### config.mk
export PLATFORM = sky130hd
export DESIGN_NAME = three_wire_rtc_serial_master_flat
export DESIGN_NICKNAME = d
export VERILOG_FILES = /design/src/sv/rtc3w_pkg.sv /design/src/sv/rtc3w_req_if.sv /design/src/sv/rtc3w_res_if.sv /design/src/sv/rtc3w_seq.sv /design/src/sv/three_wire_rtc_serial_master.sv /design/src/flat_wrapper.sv
export SDC_FILE = /design/constraint.sdc
export NUM_CORES = 1
export LEC_CHECK = 0
export ABC_AREA = 0
export ABC_CLOCK_PERIOD_IN_PS = 2400
export BUFFER_PORTS_ARGS = -buffer_cell sky130_fd_sc_hd__buf_4
export CORE_ASPECT_RATIO = 0.9
export CORE_MARGIN = 2
export CORE_UTILIZATION = 45
export CTS_BUF_LIST = sky130_fd_sc_hd__clkbuf_16
export CTS_CLUSTER_DIAMETER = 50
export DETAILED_ROUTE_END_ITERATION = 10
export PLACE_DENSITY = 0.73
export SYNTH_ARGS = -nofsm -noshare
export SYNTH_HDL_FRONTEND = slang
export SYNTH_HIERARCHICAL = 1
export SYNTH_SLANG_ARGS = --single-unit
### constraint.sdc
create_clock -name clk_i -period 2.4 [get_ports clk_i]
set_input_delay 0.24 -clock clk_i [delete_from_list [all_inputs] [get_ports clk_i]]
set_output_delay 0.24 -clock clk_i [all_outputs]
set_load 0.1 [all_outputs]
### src/sv/rtc3w_pkg.sv
// Shared types and constants of the three-wire serial master.
package rtc3w_pkg;

  localparam int unsigned ByteW   = 8;
  localparam int unsigned HalfW   = 16;
  localparam int unsigned BitIdxW = 3;

  localparam logic [HalfW-1:0]   HalfPeriodReset = 16'd4;
  localparam logic [BitIdxW-1:0] LastBit         = 3'd7;

  typedef enum logic [2:0] {
    PhIdle = 3'd0,
    PhPre  = 3'd1,
    PhTxHi = 3'd2,
    PhTxLo = 3'd3,
    PhGap  = 3'd4,
    PhRxHi = 3'd5,
    PhRxLo = 3'd6
  } phase_e;

  // One tick as presented to the sequencer.
  typedef struct packed {
    logic             start_req;
    logic             op;
    logic [ByteW-1:0] address;
    logic [ByteW-1:0] write_data;
    logic             data_pin;
  } tick_t;

  // Line levels and status after one tick.
  typedef struct packed {
    logic             chip_enable;
    logic             serial_clock;
    logic             data_out;
    logic             busy_res;
    logic             done_res;
    logic [ByteW-1:0] read_data;
  } line_t;

endpackage

### src/sv/rtc3w_req_if.sv
// Request channel carrying one tick of the serial master.
interface rtc3w_req_if;
  logic                    valid;
  logic                    ready;
  logic                    start_req;
  logic                    op;
  logic [rtc3w_pkg::ByteW-1:0] address;
  logic [rtc3w_pkg::ByteW-1:0] write_data;
  logic                    data_pin;

  modport source (output valid, start_req, op, address, write_data, data_pin, input ready);
  modport sink   (input valid, start_req, op, address, write_data, data_pin, output ready);
endinterface

### src/sv/rtc3w_res_if.sv
// Result channel carrying the line levels after each tick.
interface rtc3w_res_if;
  logic                    valid;
  logic                    ready;
  logic                    chip_enable;
  logic                    serial_clock;
  logic                    data_out;
  logic                    busy_res;
  logic                    done_res;
  logic [rtc3w_pkg::ByteW-1:0] read_data;

  modport source (output valid, chip_enable, serial_clock, data_out, busy_res, done_res,
                  read_data, input ready);
  modport sink   (input valid, chip_enable, serial_clock, data_out, busy_res, done_res,
                  read_data, output ready);
endinterface

### src/sv/rtc3w_seq.sv
// Bit sequencer: phase state machine, delay counter, shift registers and line levels.
module rtc3w_seq (
  input  logic                           clk_i,
  input  logic                           rst_ni,
  input  logic                           step_i,
  input  rtc3w_pkg::tick_t               tick_i,
  input  logic [rtc3w_pkg::HalfW-1:0]    half_period_i,
  output rtc3w_pkg::line_t               line_o
);

  rtc3w_pkg::phase_e                  phase_q, phase_d;
  logic [rtc3w_pkg::HalfW-1:0]        delay_q, delay_d;
  logic [rtc3w_pkg::BitIdxW-1:0]      bit_q, bit_d;
  logic                               byte_q, byte_d;
  logic [rtc3w_pkg::ByteW-1:0]        tx_q, tx_d;
  logic [rtc3w_pkg::ByteW-1:0]        pend_q, pend_d;
  logic [rtc3w_pkg::ByteW-1:0]        rx_q, rx_d;
  logic [rtc3w_pkg::ByteW-1:0]        last_q, last_d;
  logic                               is_read_q, is_read_d;
  logic                               ce_q, ce_d;
  logic                               sclk_q, sclk_d;
  logic                               dat_q, dat_d;
  logic                               done;
  logic                               timeout;
  logic [rtc3w_pkg::HalfW-1:0]        period_m1;
  logic [rtc3w_pkg::BitIdxW-1:0]      bit_inc;

  assign timeout   = (delay_q == '0);
  // A zero half period behaves as one tick.
  assign period_m1 = (half_period_i == '0) ? '0 : half_period_i - 1'b1;
  assign bit_inc   = bit_q + 1'b1;

  always_comb begin
    phase_d = phase_q;
    unique case (phase_q)
      rtc3w_pkg::PhIdle: if (tick_i.start_req) phase_d = rtc3w_pkg::PhPre;
      rtc3w_pkg::PhPre:  if (timeout) phase_d = rtc3w_pkg::PhTxHi;
      rtc3w_pkg::PhTxHi: if (timeout) phase_d = rtc3w_pkg::PhTxLo;
      rtc3w_pkg::PhTxLo: begin
        if (timeout) begin
          phase_d = (bit_q != rtc3w_pkg::LastBit) ? rtc3w_pkg::PhTxHi : rtc3w_pkg::PhGap;
        end
      end
      rtc3w_pkg::PhGap: begin
        if (timeout) begin
          if (!byte_q) begin
            phase_d = is_read_q ? rtc3w_pkg::PhRxHi : rtc3w_pkg::PhPre;
          end else begin
            phase_d = rtc3w_pkg::PhIdle;
          end
        end
      end
      rtc3w_pkg::PhRxHi: if (timeout) phase_d = rtc3w_pkg::PhRxLo;
      rtc3w_pkg::PhRxLo: begin
        if (timeout) begin
          phase_d = (bit_q != rtc3w_pkg::LastBit) ? rtc3w_pkg::PhRxHi : rtc3w_pkg::PhIdle;
        end
      end
      default: phase_d = rtc3w_pkg::PhIdle;
    endcase
  end

  always_comb begin
    bit_d     = bit_q;
    byte_d    = byte_q;
    tx_d      = tx_q;
    pend_d    = pend_q;
    rx_d      = rx_q;
    last_d    = last_q;
    is_read_d = is_read_q;
    ce_d      = ce_q;
    sclk_d    = sclk_q;
    dat_d     = dat_q;
    done      = 1'b0;

    if (phase_q != rtc3w_pkg::PhIdle && !timeout) begin
      delay_d = delay_q - 1'b1;
    end else if (phase_d == rtc3w_pkg::PhIdle) begin
      delay_d = '0;
    end else begin
      delay_d = period_m1;
    end

    unique case (phase_q) inside
      rtc3w_pkg::PhIdle: begin
        if (tick_i.start_req) begin
          is_read_d = tick_i.op;
          tx_d      = tick_i.address;
          pend_d    = tick_i.write_data;
          bit_d     = '0;
          byte_d    = 1'b0;
          rx_d      = '0;
          ce_d      = 1'b1;
          sclk_d    = 1'b0;
        end
      end
      rtc3w_pkg::PhPre: begin
        if (timeout) begin
          bit_d  = '0;
          dat_d  = tx_q[0];
          sclk_d = 1'b1;
        end
      end
      rtc3w_pkg::PhTxHi, rtc3w_pkg::PhRxHi: begin
        if (timeout) sclk_d = 1'b0;
      end
      rtc3w_pkg::PhTxLo: begin
        if (timeout) begin
          if (bit_q != rtc3w_pkg::LastBit) begin
            bit_d  = bit_inc;
            dat_d  = tx_q[bit_inc];
            sclk_d = 1'b1;
          end else begin
            dat_d = 1'b1;
          end
        end
      end
      rtc3w_pkg::PhGap: begin
        if (timeout) begin
          if (!byte_q && !is_read_q) begin
            // Second byte of a write; the data line stays released during its lead-in.
            byte_d = 1'b1;
            tx_d   = pend_q;
            bit_d  = '0;
          end else if (!byte_q) begin
            byte_d = 1'b1;
            bit_d  = '0;
            sclk_d = 1'b1;
            rx_d   = {tick_i.data_pin, {(rtc3w_pkg::ByteW-1){1'b0}}};
          end else begin
            ce_d = 1'b0;
            done = 1'b1;
          end
        end
      end
      rtc3w_pkg::PhRxLo: begin
        if (timeout) begin
          if (bit_q != rtc3w_pkg::LastBit) begin
            bit_d  = bit_inc;
            sclk_d = 1'b1;
            rx_d   = {tick_i.data_pin, rx_q[rtc3w_pkg::ByteW-1:1]};
          end else begin
            last_d = rx_q;
            ce_d   = 1'b0;
            dat_d  = 1'b0;
            done   = 1'b1;
          end
        end
      end
      default: ;
    endcase
  end

  always_ff @(posedge clk_i or negedge rst_ni) begin
    if (!rst_ni) begin
      phase_q   <= rtc3w_pkg::PhIdle;
      delay_q   <= '0;
      bit_q     <= '0;
      byte_q    <= 1'b0;
      tx_q      <= '0;
      pend_q    <= '0;
      rx_q      <= '0;
      last_q    <= '0;
      is_read_q <= 1'b0;
      ce_q      <= 1'b0;
      sclk_q    <= 1'b0;
      dat_q     <= 1'b0;
    end else if (step_i) begin
      phase_q   <= phase_d;
      delay_q   <= delay_d;
      bit_q     <= bit_d;
      byte_q    <= byte_d;
      tx_q      <= tx_d;
      pend_q    <= pend_d;
      rx_q      <= rx_d;
      last_q    <= last_d;
      is_read_q <= is_read_d;
      ce_q      <= ce_d;
      sclk_q    <= sclk_d;
      dat_q     <= dat_d;
    end
  end

  always_comb begin
    line_o.chip_enable  = ce_d;
    line_o.serial_clock = sclk_d;
    line_o.data_out     = dat_d;
    line_o.busy_res     = (phase_d != rtc3w_pkg::PhIdle);
    line_o.done_res     = done;
    line_o.read_data    = last_d;
  end

endmodule

### src/sv/three_wire_rtc_serial_master.sv
// Top level of the three-wire serial master: config register, sequencer and result register.
//
//   Channel   Direction  Handshake      Contents
//   req_i     in         valid/ready    one tick: start_req, op, address, write_data, data_pin
//   res_o     out        valid/ready    line levels, busy, done and last read byte after the tick
//   cfg       in         cfg_we_i       half_period, ticks per clock phase and gap
//
// The result of each request appears in the result register on the next cycle; a new
// request is taken every cycle while the result register is empty or is being drained.
// When the result side stalls, the request side stalls with it.
// Reset sets the lines low, the sequencer idle, the last read byte to zero and half_period to 4.
module three_wire_rtc_serial_master (
  input  logic                        clk_i,
  input  logic                        rst_ni,
  input  logic                        cfg_we_i,
  input  logic [rtc3w_pkg::HalfW-1:0] cfg_wdata_i,
  rtc3w_req_if.sink                   req_i,
  rtc3w_res_if.source                 res_o
);

  logic [rtc3w_pkg::HalfW-1:0] half_period_q;
  logic                        res_valid_q;
  rtc3w_pkg::line_t            res_q;
  rtc3w_pkg::line_t            line;
  rtc3w_pkg::tick_t            tick;
  logic                        step;

  assign req_i.ready = !res_valid_q || res_o.ready;
  assign step        = req_i.valid && req_i.ready;

  assign tick.start_req  = req_i.start_req;
  assign tick.op         = req_i.op;
  assign tick.address    = req_i.address;
  assign tick.write_data = req_i.write_data;
  assign tick.data_pin   = req_i.data_pin;

  always_ff @(posedge clk_i or negedge rst_ni) begin
    if (!rst_ni) begin
      half_period_q <= rtc3w_pkg::HalfPeriodReset;
    end else if (cfg_we_i) begin
      half_period_q <= cfg_wdata_i;
    end
  end

  rtc3w_seq u_seq (
    .clk_i         (clk_i),
    .rst_ni        (rst_ni),
    .step_i        (step),
    .tick_i        (tick),
    .half_period_i (half_period_q),
    .line_o        (line)
  );

  always_ff @(posedge clk_i or negedge rst_ni) begin
    if (!rst_ni) begin
      res_valid_q <= 1'b0;
    end else if (step) begin
      res_valid_q <= 1'b1;
    end else if (res_o.ready) begin
      res_valid_q <= 1'b0;
    end
  end

  always_ff @(posedge clk_i) begin
    if (step) begin
      res_q <= line;
    end
  end

  assign res_o.valid        = res_valid_q;
  assign res_o.chip_enable  = res_q.chip_enable;
  assign res_o.serial_clock = res_q.serial_clock;
  assign res_o.data_out     = res_q.data_out;
  assign res_o.busy_res     = res_q.busy_res;
  assign res_o.done_res     = res_q.done_res;
  assign res_o.read_data    = res_q.read_data;

endmodule
### src/flat_wrapper.sv
// flat-port wrapper written by rule: the top's interface ports become plain ports
module three_wire_rtc_serial_master_flat 
  (clk_i, rst_ni, cfg_we_i, cfg_wdata_i, req_i_valid, req_i_start_req, req_i_op, req_i_address, req_i_write_data, req_i_data_pin, req_i_ready, res_o_valid, res_o_chip_enable, res_o_serial_clock, res_o_data_out, res_o_busy_res, res_o_done_res, res_o_read_data, res_o_ready);
  rtc3w_req_if req_i_i ();
  rtc3w_res_if res_o_i ();
  input  logic clk_i;
  input  logic rst_ni;
  input  logic cfg_we_i;
  input  logic [rtc3w_pkg::HalfW-1:0] cfg_wdata_i;
  input wire logic [$bits(req_i_i.valid)-1:0] req_i_valid;
  input wire logic [$bits(req_i_i.start_req)-1:0] req_i_start_req;
  input wire logic [$bits(req_i_i.op)-1:0] req_i_op;
  input wire logic [$bits(req_i_i.address)-1:0] req_i_address;
  input wire logic [$bits(req_i_i.write_data)-1:0] req_i_write_data;
  input wire logic [$bits(req_i_i.data_pin)-1:0] req_i_data_pin;
  output wire logic [$bits(req_i_i.ready)-1:0] req_i_ready;
  output wire logic [$bits(res_o_i.valid)-1:0] res_o_valid;
  output wire logic [$bits(res_o_i.chip_enable)-1:0] res_o_chip_enable;
  output wire logic [$bits(res_o_i.serial_clock)-1:0] res_o_serial_clock;
  output wire logic [$bits(res_o_i.data_out)-1:0] res_o_data_out;
  output wire logic [$bits(res_o_i.busy_res)-1:0] res_o_busy_res;
  output wire logic [$bits(res_o_i.done_res)-1:0] res_o_done_res;
  output wire logic [$bits(res_o_i.read_data)-1:0] res_o_read_data;
  input wire logic [$bits(res_o_i.ready)-1:0] res_o_ready;
  assign req_i_i.valid = req_i_valid;
  assign req_i_i.start_req = req_i_start_req;
  assign req_i_i.op = req_i_op;
  assign req_i_i.address = req_i_address;
  assign req_i_i.write_data = req_i_write_data;
  assign req_i_i.data_pin = req_i_data_pin;
  assign req_i_ready = req_i_i.ready;
  assign res_o_valid = res_o_i.valid;
  assign res_o_chip_enable = res_o_i.chip_enable;
  assign res_o_serial_clock = res_o_i.serial_clock;
  assign res_o_data_out = res_o_i.data_out;
  assign res_o_busy_res = res_o_i.busy_res;
  assign res_o_done_res = res_o_i.done_res;
  assign res_o_read_data = res_o_i.read_data;
  assign res_o_i.ready = res_o_ready;
  three_wire_rtc_serial_master u_core (.clk_i(clk_i), .rst_ni(rst_ni), .cfg_we_i(cfg_we_i), .cfg_wdata_i(cfg_wdata_i), .req_i(req_i_i), .res_o(res_o_i));
endmodule
==> metrics, run 1 <==
run status complete, but fails checks; failing checks DRC, setup timing; crit path max fanout 4; Setup TNS Final -6.13 ns; GPL Wtd Cong 0.905; die span in y 102 um; unrepaired setup endpoints after global routing true; final worst slack -0.225 ns; sequential power share 41.3%; synth unique cells 63; WL/cell 16.9 um; NetSw 1.91 mW; CP startpoint kind flop; CTS H-Tree Depth 3; r2r setup slk -0.22 ns; Worst Path Required 2.50 ns; Max Fclk 381 MHz; ANT cells 0; Via density 5.71; min-delay worst type primary input to flop; Clock Root Buffer clkbuf_16; syn avg cell area 10.8 um^2; Final Instance Area 6300 um^2; Worst Tran Pin Value 0.687 ns; Synth Instances 446; Area contributors post-synth dfrtp_1 39%, edfxtp_1 8.1%, mux2_2 7.7%, mux2i_1 3.5%, mux2_4 3.4%; Layout area overhead 30.5%; # DRC 1; CORE AREA 10300 um^2; critical path class flop to flop; Worst EP arrival 2.73 ns; grt total ovfl 0; power share of the clock group 24.7%; Reg clk slew, reported paths 0.07 ns; All-Layer GR Usage 20.4%; Power Dens Cells 869 nW/um^2; area post-placement 5720 um^2; clk_lat worst skew 0.35 ns; fin crit period 2.62 ns; Post-DRT Antenna Nets 0; post-synthesis async set-or-reset flop share 85.4%; syn_nets 491; Ys Warns 6; Fillers 850; cell taking the most area after synthesis dfrtp_1; skew final 0.00972 ns; Bufs on Longest Clock Path 2; Mapped Area 4830 um^2; Synth Register Bits 89; Die X 113 um; Place WS -0.199 ns; MaxCap Viol Count 0; drt total wl 11.6 mm; Sw Ratio 34.8%; detailed placement HPWL 7.70 mm; leakage 2.74 nW; Gate power share 34.0%; first-pass GRT wire length 18.6 mm; die area 11600 um^2; vias after detailed routing 3909; Primary FF master, synth dfrtp_1; number of flops mapped to enable cells by yosys 13; share of the synthesized area in the top cell type 38.8%; fraction of layout cells with a size suffix above 1 39.8%; port bufs 54; IO Pins 55; Initial Util 46.8%; Slew headroom 53.6%; clk sink count 89; final hold vios 0; crit end category flop; Max rail drop VDD 0.000482 V; Final Slew Violations 0; final setup vio count 44; largest net degree at the start of global routing 44; DRT iter0 DRCs 275; vias in the first global route 3843; FF+latch area 2290 um^2; initial antenna violation count 0; DRT Pass-1 Iters 7; sequential cell area fraction in the yosys report 47.5%; row cnt 35; Multi-input gate area 2470 um^2; Power, Total 5.48 mW; Int Pwr 3.57 mW; CTS tree done; Final #Nets 595; Final Cycle Share 109%; Inserted Clock Buffers 9
routing by layer:
| layer | track usage, % | wire length (um) | up-vias |
|---|---|---|---|
| met3 | 5.34 | 610 | 20 |
| met5 | 0 | 0 | - |
| met1 | 27.0 | 5150 | 1926 |
| met2 | 32.9 | 5600 | 118 |
| li1 | - | - | 1845 |
| met4 | 6.75 | 216 | 0 |
worst max-delay path: stages, from the launching register on:
cell and delay, ns:
dfrtp_1 0.37, inv_1 0.06, ha_2 0.16, or4b_4 0.49, buf_4 0.16, buf_6 0.10
or2_4 0.24, nor4_4 0.13, buf_4 0.18, clkbuf_16 0.15, mux2_2 0.32
cell usage after synthesis, types with 11 or more instances:
master	count
a21oi_1	21
edfxtp_1	13
mux2_4	11
mux2_2	33
nor3_1	18
clkbuf_1	12
nand2_1	31
inv_1	18
mux2i_1	17
dfrtp_1	75
nand2b_1	11
nor2_1	32
o21ai_0	23
nor4_1	13
final timing paths:
kind | from | end | cells past startpoint
setup / recovery | u_core/u_seq/delay_q[0] | u_core/res_o.read_data[3] | 10
hold / removal | req_i_valid | u_core/res_o.valid | 2
setup reg to reg | u_core/u_seq/delay_q[0] | u_core/res_o.read_data[3] | 10
hold reg to reg | u_core/u_seq/last_q[4] | u_core/u_seq/last_q[4] | 1
max in group asynchronous | rst_ni | u_core/u_seq/delay_q[5] | 3
min in group asynchronous | rst_ni | u_core/u_seq/delay_q[9] | 2
cell families (layout without fill, tap and decap cells):
logic type | count (synthesis) | in the layout | share of synthesized area (%)
compound gates | 89 | 89 | 12.7
xor+xnor | 14 | 14 | 2.54
fa+ha+maj | 5 | 5 | 1.29
buf+inv | 45 | 154 | 4.56
flops | 89 | 89 | 47.5
mux | 63 | 63 | 15.6
simple gates | 141 | 141 | 15.9
state kept, by name, summed over array words and instances (netlist names), 3 cells and up:
register / count
u_core/u_seq/last_q: 8
u_core/u_seq/pend_q: 8
u_core/u_seq/rx_q: 8
u_core/res_o.read_data: 8
u_core/u_seq/tx_q: 8
u_core/half_period_q: 16
u_core/u_seq/bit_q: 3
u_core/u_seq/delay_q: 16
u_core/u_seq/phase_q: 3
through the flow:
step                      hold WS [ns]  utilization (%)  std cells
after floorplan                -0.0556                -        446
after global placement           0.279             55.4        655
after detailed placement         0.285             55.4        655
after CTS                       0.0968             59.2        675
after global routing            0.0948             61.0        684
final                            0.100             61.0        684
cell usage in the layout (no fill, tap or decap), drive strengths merged, types with 13 or more instances in the layout:
master  Yosys  layout
a21oi      21      21
buf        13     116
dfrtp      75      75
edfxtp     13      13
inv        18      22
mux2       44      44
mux2i      17      17
nand2      32      32
nor2       33      33
nor3       19      19
nor4       14      14
o21ai      24      24
cell type report:
class,instances,area share [%]
repair buffers,119,16.2
well taps,129,2.56
multi-input cells,312,39.2
flip-flops and latches,89,36.4
inverters,19,1.13
clock inverters,7,0.953
clock buffers,9,3.57
power by group through the flow:
stage	sequential (mW)	combinational, mW	clock, mW
after detailed placement	2.26	1.67	0
after CTS	2.23	1.75	1.38
after global routing	2.31	2.02	1.45
after floorplan	2.32	0.986	0
final	2.26	1.86	1.35
after global placement	2.24	1.61	0
what timing repair did:
action	4_1_cts	5_1_grt
gates cloned	0	2
hold buffers	1	0
setup endpoints to repair	41	58
pin swaps	8	8
hold endpoints to repair	41	0
setup buffers	3	7
gates resized for setup	16	24
Note: power is estimated with default switching activity, not from simulation.
==> run 2: changes to the inputs <==
--- a/config.mk
+++ b/config.mk
@@ -9,12 +9,12 @@
 export ABC_CLOCK_PERIOD_IN_PS = 2400
 export BUFFER_PORTS_ARGS = -buffer_cell sky130_fd_sc_hd__buf_4
 export CORE_ASPECT_RATIO = 0.9
-export CORE_MARGIN = 2
 export CORE_UTILIZATION = 45
 export CTS_BUF_LIST = sky130_fd_sc_hd__clkbuf_16
 export CTS_CLUSTER_DIAMETER = 50
 export DETAILED_ROUTE_END_ITERATION = 10
 export PLACE_DENSITY = 0.73
+export SLEW_MARGIN = 20
 export SYNTH_ARGS = -nofsm -noshare
 export SYNTH_HDL_FRONTEND = slang
 export SYNTH_HIERARCHICAL = 1
==> run 2 against run 1 <==
Via count up 1.5%. First-iteration DRC count up 16%. Largest power group unchanged. Fmax up 0.60%. The flow still finishes with violations (DRC, setup timing). Sequential share of layout area down 0.18 points. Setup slack better by 0.016 ns. Utilization up 0.30 points.
==> metrics, run 2 (same netlist as run 1, synthesis figures left out) <==
run status complete, but fails checks; failing checks DRC, setup timing; All-Layer GR Usage 21.3% (+0.94 points); final worst slack -0.209 ns (+0.0157 ns); IO Pins 55 (unchanged); sequential power share 40.9% (-0.4 points); GPL Wtd Cong 0.884 (-2.3%); Power Dens Cells 887 nW/um^2 (+2.0%); detailed placement HPWL 7.86 mm (+2.0%); die area 11200 um^2 (-3.7%); initial antenna violation count 0 (unchanged); dpl cells 655 (unchanged); Slew headroom 52.8% (-0.78 points); CTS H-Tree Depth 3 (unchanged); leading cell type in the layout, fill and taps excluded buf_4; crit end category flop; min-delay worst type primary input to flop; FF+latch area 2290 um^2 (unchanged); Place WS -0.188 ns (+0.0114 ns); Largest regs u_core/half_period_q x16, u_core/u_seq/delay_q x16; CTS tree done; power share of the clock group 25.6% (+0.9 points); Gate power share 33.5% (-0.5 points); ANT cells 0 (unchanged); unrepaired setup endpoints after global routing true; Final #Nets 594 (-0.17%); Hold Path Cell Cnt 2 (unchanged); skew final 0.00800 ns (-0.00172 ns); Sw Ratio 34.4% (-0.37 points); DRT Pass-1 Iters 8 (+1); port bufs 54 (unchanged); Worst EP arrival 2.71 ns (-0.02 ns); critical path class flop to flop; MaxCap Viol Count 0 (unchanged); fin crit period 2.61 ns (-0.0157 ns); row cnt 35 (unchanged); NetSw 1.93 mW (+1.5%); Worst Path Required 2.50 ns (about the same); Max Fclk 383 MHz (+0.60%); CORE AREA 10300 um^2 (unchanged); clk sink count 89 (unchanged); Die X 111 um (-1.8%); grt total ovfl 0 (unchanged); drt total wl 11.9 mm (+2.5%); Final Cycle Share 109% (-0.65 points); Int Pwr 3.68 mW (+3.1%); first-pass GRT wire length 18.7 mm (+0.41%); Inserted Clock Buffers 9 (unchanged); Bufs on Longest Clock Path 2 (unchanged); Initial Util 46.8% (unchanged); final setup vio count 42 (-4.5%); CP startpoint kind flop; leakage 2.75 nW (+0.50%); Post-DRT Antenna Nets 0 (unchanged); Worst Tran Pin Value 0.698 ns (+0.0115 ns); # DRC 2 (+1); FF-to-FF path depth 10 (unchanged); Reg clk slew, reported paths 0.06 ns (about the same); WL/cell 17.4 um (+2.6%); commonest non-fill, non-tap cells in the layout 104 x buf_4, 74 x dfrtp_1, 32 x mux2_2; die span in y 100 um (-2.0%); Final Slew Violations 0 (unchanged); DRT iter0 DRCs 319 (+16%); clk_lat worst skew 0.34 ns (about the same); Fillers 805 (-5.3%); Core Util, Final 61.3% (+0.30 points); fraction of layout cells with a size suffix above 1 40.3% (+0.43 points); Via density 5.81 (+1.7%); largest net degree at the start of global routing 41 (-6.8%); vias in the first global route 3886 (+1.1%); vias after detailed routing 3968 (+1.5%); Layout area overhead 31.1%; Clock Root Buffer clkbuf_16; crit path max fanout 4 (unchanged); Multi-input gate area 2500 um^2 (+1.1%); fin cells 683 (-0.15%); final hold vios 0 (unchanged); Max rail drop VDD 0.000552 V (+14%)
## run 2: metrics by stage
stage / TNS, ns / power, mW / hold slack (ns) / cell area, um^2
after floorplan: -4.20 / 3.31 / -0.0556 / 4850
after global placement: -1.82 / 3.85 / 0.245 / 5710
after detailed placement: -3.65 / 3.94 / 0.257 / 5710
after CTS: -3.33 / 5.41 / 0.0913 / 6070
after global routing: -10.24 / 5.90 / 0.0901 / 6330
final: -5.88 / 5.62 / 0.0996 / 6330
## run 2: timing repair
| action | CTS | global route |
|---|---|---|
| endpoints found under the hold margin | 36 | 0 |
| pin swaps | 7 | 7 |
| gates cloned | 0 | 2 |
| endpoints found under the setup margin | 41 | 59 |
| resized for setup | 4 | 41 |
| buffers inserted | 3 | 7 |
| hold buffers | 1 | 0 |
## run 2: final timing paths
check	startpoint	endpoint	slack, ns
hold / removal	req_i_valid	u_core/res_o.valid	0.1
max in group asynchronous	rst_ni	u_core/u_seq/pend_q[5]	1.39
min in group asynchronous	rst_ni	u_core/half_period_q[11]	0.42
setup reg to reg	u_core/u_seq/delay_q[1]	u_core/res_o.read_data[1]	-0.21
hold reg to reg	u_core/u_seq/last_q[2]	u_core/u_seq/last_q[2]	0.51
setup / recovery	u_core/u_seq/delay_q[1]	u_core/res_o.read_data[1]	-0.21
## run 2: cell type report
cell class	count	share of cell area [%]
Clock buffer	9	3.56
Multi-Input combinational cell	312	39.4
Sequential cell	89	36.2
Clock inverter	7	1.19
Tap cell	129	2.55
Inverter	19	1.13
Timing Repair Buffer	118	15.9
## run 2: critical path, cell delays in order (launching register included)
cell	delay, ns
dfrtp_1	0.38
inv_1	0.07
ha_2	0.17
or4b_4	0.48
buf_4	0.15
buf_6	0.11
or2_4	0.24
nor4_4	0.12
buf_4	0.18
clkbuf_16	0.15
mux2_2	0.32
## run 2: routing by layer
| metal | GRT usage, % | vias to the layer above | share of wire (%) |
|---|---|---|---|
| li1 | - | 1832 | - |
| met1 | 28.7 | 1932 | 44 |
| met2 | 33.9 | 177 | 48 |
| met3 | 4.41 | 27 | 5.7 |
| met4 | 8.42 | 0 | 2.0 |
| met5 | 0 | - | 0 |
## run 2: power by group through the flow
| stage | Clock, mW | Combinational [mW] | Sequential [mW] |
|---|---|---|---|
| 2_1_floorplan | 0 | 0.986 | 2.32 |
| 3_3_place_gp | 0 | 1.60 | 2.24 |
| 3_5_place_dp | 0 | 1.67 | 2.27 |
| 4_1_cts | 1.46 | 1.69 | 2.25 |
| 5_1_grt | 1.53 | 2.03 | 2.34 |
| 6_report | 1.44 | 1.88 | 2.30 |
==> run 3: changes to the inputs <==
--- a/config.mk
+++ b/config.mk
@@ -6,14 +6,15 @@
 export NUM_CORES = 1
 export LEC_CHECK = 0
 export ABC_AREA = 0
-export ABC_CLOCK_PERIOD_IN_PS = 2400
+export ABC_CLOCK_PERIOD_IN_PS = 3100
 export BUFFER_PORTS_ARGS = -buffer_cell sky130_fd_sc_hd__buf_4
 export CORE_ASPECT_RATIO = 0.9
 export CORE_UTILIZATION = 45
 export CTS_BUF_LIST = sky130_fd_sc_hd__clkbuf_16
 export CTS_CLUSTER_DIAMETER = 50
 export DETAILED_ROUTE_END_ITERATION = 10
-export PLACE_DENSITY = 0.73
+export GPL_TIMING_DRIVEN = 0
+export PLACE_DENSITY = 0.71
 export SLEW_MARGIN = 20
 export SYNTH_ARGS = -nofsm -noshare
 export SYNTH_HDL_FRONTEND = slang
==> constraint.sdc (replaced) <==
create_clock -name clk_i -period 3.1 [get_ports clk_i]
set_input_delay 0.31 -clock clk_i [delete_from_list [all_inputs] [get_ports clk_i]]
set_output_delay 0.31 -clock clk_i [all_outputs]
set_load 0.1 [all_outputs]
==> run 3 against run 2 <==
The run ends with DRC left. Global-route usage shrank 0.94 points. Sequential share of layout area grew 3.5 points. Via count shrank 5.6%. Count of clock-buffer cells in the layout is the same. Setup slack gained 0.41 ns. Wire length shrank 10%. First-iteration DRC count shrank 23%. Non-clock buffer count shrank 36. Clock skew is essentially flat. Sequential power shrank 22%. Clock power shrank 18%. Largest power group unchanged. Hold slack gained 0.032 ns.
==> metrics, run 3 (same netlist as run 1, synthesis figures left out) <==
clk_lat worst skew 0.34 ns (about the same); Inserted Clock Buffers 9 (unchanged); Post-DRT Antenna Nets 0 (unchanged); commonest non-fill, non-tap cells in the layout 75 x dfrtp_1, 59 x buf_4, 33 x mux2_2; drt total wl 10.6 mm (-10%); Final Slew Violations 0 (unchanged); Layout area overhead 19.4%; fin cells 647 (-5.3%); failing checks DRC; port bufs 53 (-1.9%); Final Cycle Share 93.5% (-15 points); critical-path cell list nand2b_4 > and2_1 > clkinv_1 > a41o_1 > or3_1 > clkbuf_2 > o221ai_1; critical path class flop to flop; DRT iter0 DRCs 245 (-23%); Final #Nets 558 (-6.1%); vias in the first global route 3664 (-5.7%); vias after detailed routing 3744 (-5.6%); Final Instance Area 5770 um^2 (-8.9%); Clock Root Buffer clkbuf_16; All-Layer GR Usage 20.4% (-0.94 points); CP startpoint kind flop; met3 Use GR 4.53% (+0.12 points); WL/cell 16.4 um (-5.5%); Via density 5.79 (-0.40%); CTS tree done; gr busiest metal met2; run status complete, but fails checks; final setup vio count 0 (-100%); IO Pins 55 (unchanged); Place WS 0.0877 ns (+0.275 ns); skew final 0.00833 ns (+0.000335 ns); detailed placement HPWL 7.51 mm (-4.4%); row cnt 35 (unchanged); largest net degree at the start of global routing 77 (+88%); Power Dens Cells 703 nW/um^2 (-21%); grt total ovfl 0 (unchanged); fin crit period 2.90 ns (+0.291 ns); Die X 111 um (unchanged); Worst Path Required 3.34 ns (+0.84 ns); met2 usage 32.7% (-1.2 points); die area 11200 um^2 (unchanged); Largest regs u_core/half_period_q x16, u_core/u_seq/delay_q x16; ANT cells 0 (unchanged); crit end category flop; CORE AREA 10300 um^2 (unchanged); Worst EP arrival 3.14 ns (+0.43 ns); Min Hold Slack 0.132 ns (+0.0321 ns); Initial Util 46.8% (unchanged); Max rail drop VDD 0.000354 V (-36%); min-delay worst type primary input to async pin; Max Fclk 345 MHz (-10%); Bufs on Longest Clock Path 2 (unchanged); fraction of layout cells with a size suffix above 1 28.0% (-12 points); area post-placement 5410 um^2 (-5.3%); hold_buf cts 0 (-1); crit path max fanout 16 (+12); CP peak stage delay 0.67 ns (+0.19 ns); GPL Wtd Cong 0.864 (-2.3%); Setup TNS Final 0 ns (+5.88 ns); leakage 2.48 nW (-10%); dpl cells 628 (-4.1%); initial antenna violation count 0 (unchanged); leading cell type in the layout, fill and taps excluded dfrtp_1; CTS H-Tree Depth 3 (unchanged); clk sink count 89 (unchanged); # DRC 6 (+4); met1 Usage GRT 27.7% (-1.0 points); final hold vios 0 (unchanged); DRT Pass-1 Iters 8 (unchanged); CP max-delay cell and2_1; first-pass GRT wire length 17.9 mm (-4.3%); Slew headroom 29.8% (-23 points); MaxCap Viol Count 0 (unchanged); Worst Tran Pin Value 1.05 ns (+0.351 ns); final worst slack 0.200 ns (+0.409 ns); die span in y 100 um (unchanged); Reg clk slew, reported paths 0.06 ns (about the same)
-- run 3: cell types whose count changed in the layout (fill, tap and decap cells not counted), sizes merged --
cell         change
bufinv           +1
clkinv           -3
dlygate4sd3      -1
buf             -46
clkbuf          +11
clkinvlp         +2
-- run 3: through the flow --
step / power, mW / utilization (%)
finish: 4.06 / 55.8
CTS: 4.09 / 55.5
global placement: 2.81 / 52.2
global route: 4.30 / 55.8
detailed placement: 2.88 / 52.3
floorplan: 2.56 / -
-- run 3: worst paths after layout --
kind / start / end / cells past startpoint / slack (ns)
max: u_core/res_o.valid / u_core/u_seq/delay_q[11] / 7 / 0.20
min: rst_ni / u_core/half_period_q[0] / 1 / 0.13
max reg2reg: u_core/res_o.valid / u_core/u_seq/delay_q[11] / 7 / 0.20
min reg2reg: u_core/u_seq/last_q[4] / u_core/u_seq/last_q[4] / 1 / 0.51
max in group asynchronous: rst_ni / u_core/u_seq/last_q[3] / 1 / 2.35
min in group clk_i: req_i_valid / u_core/res_o.valid / 2 / 0.18
-- run 3: repair_timing --
item | 4_1_cts | 5_1_grt
buffers inserted | 0 | 3
endpoints found under the setup margin | 0 | 36
gates resized for setup | 0 | 2
-- run 3: area by class of cell --
cell class | instances | area (um^2)
inverter | 19 | 71.3
fill | 902 | 4570
tap | 129 | 161
clock inverter | 7 | 101
sequential | 89 | 2290
buffer | 26 | 150
clock buffer | 9 | 225
multi-input combinational | 312 | 2330
timing repair buffer | 56 | 433
-- run 3: report_power, final --
part | internal (mW) | total, mW | switching, mW
registers | 1.49 | 1.79 | 0.296
clock network | 0.714 | 1.18 | 0.467
logic | 0.501 | 1.09 | 0.585
total | 2.71 | 4.06 | 1.35
-- run 3: routing by layer --
| layer | vias to the layer above | routed length, um |
|---|---|---|
| met2 | 144 | 4850 |
| met5 | - | 0 |
| met4 | 0 | 131 |
| li1 | 1766 | - |
| met1 | 1816 | 5010 |
| met3 | 18 | 629 |
-- run 3: worst max-delay path: cells and delay by family, from the launching register on --
kind / cells / cell delay (ns)
and+or+nand+nor: 3 / 1.06
AOI/OAI and AO/OA: 2 / 0.60
buffers and inverters: 2 / 0.74
DFF: 1 / 0.40
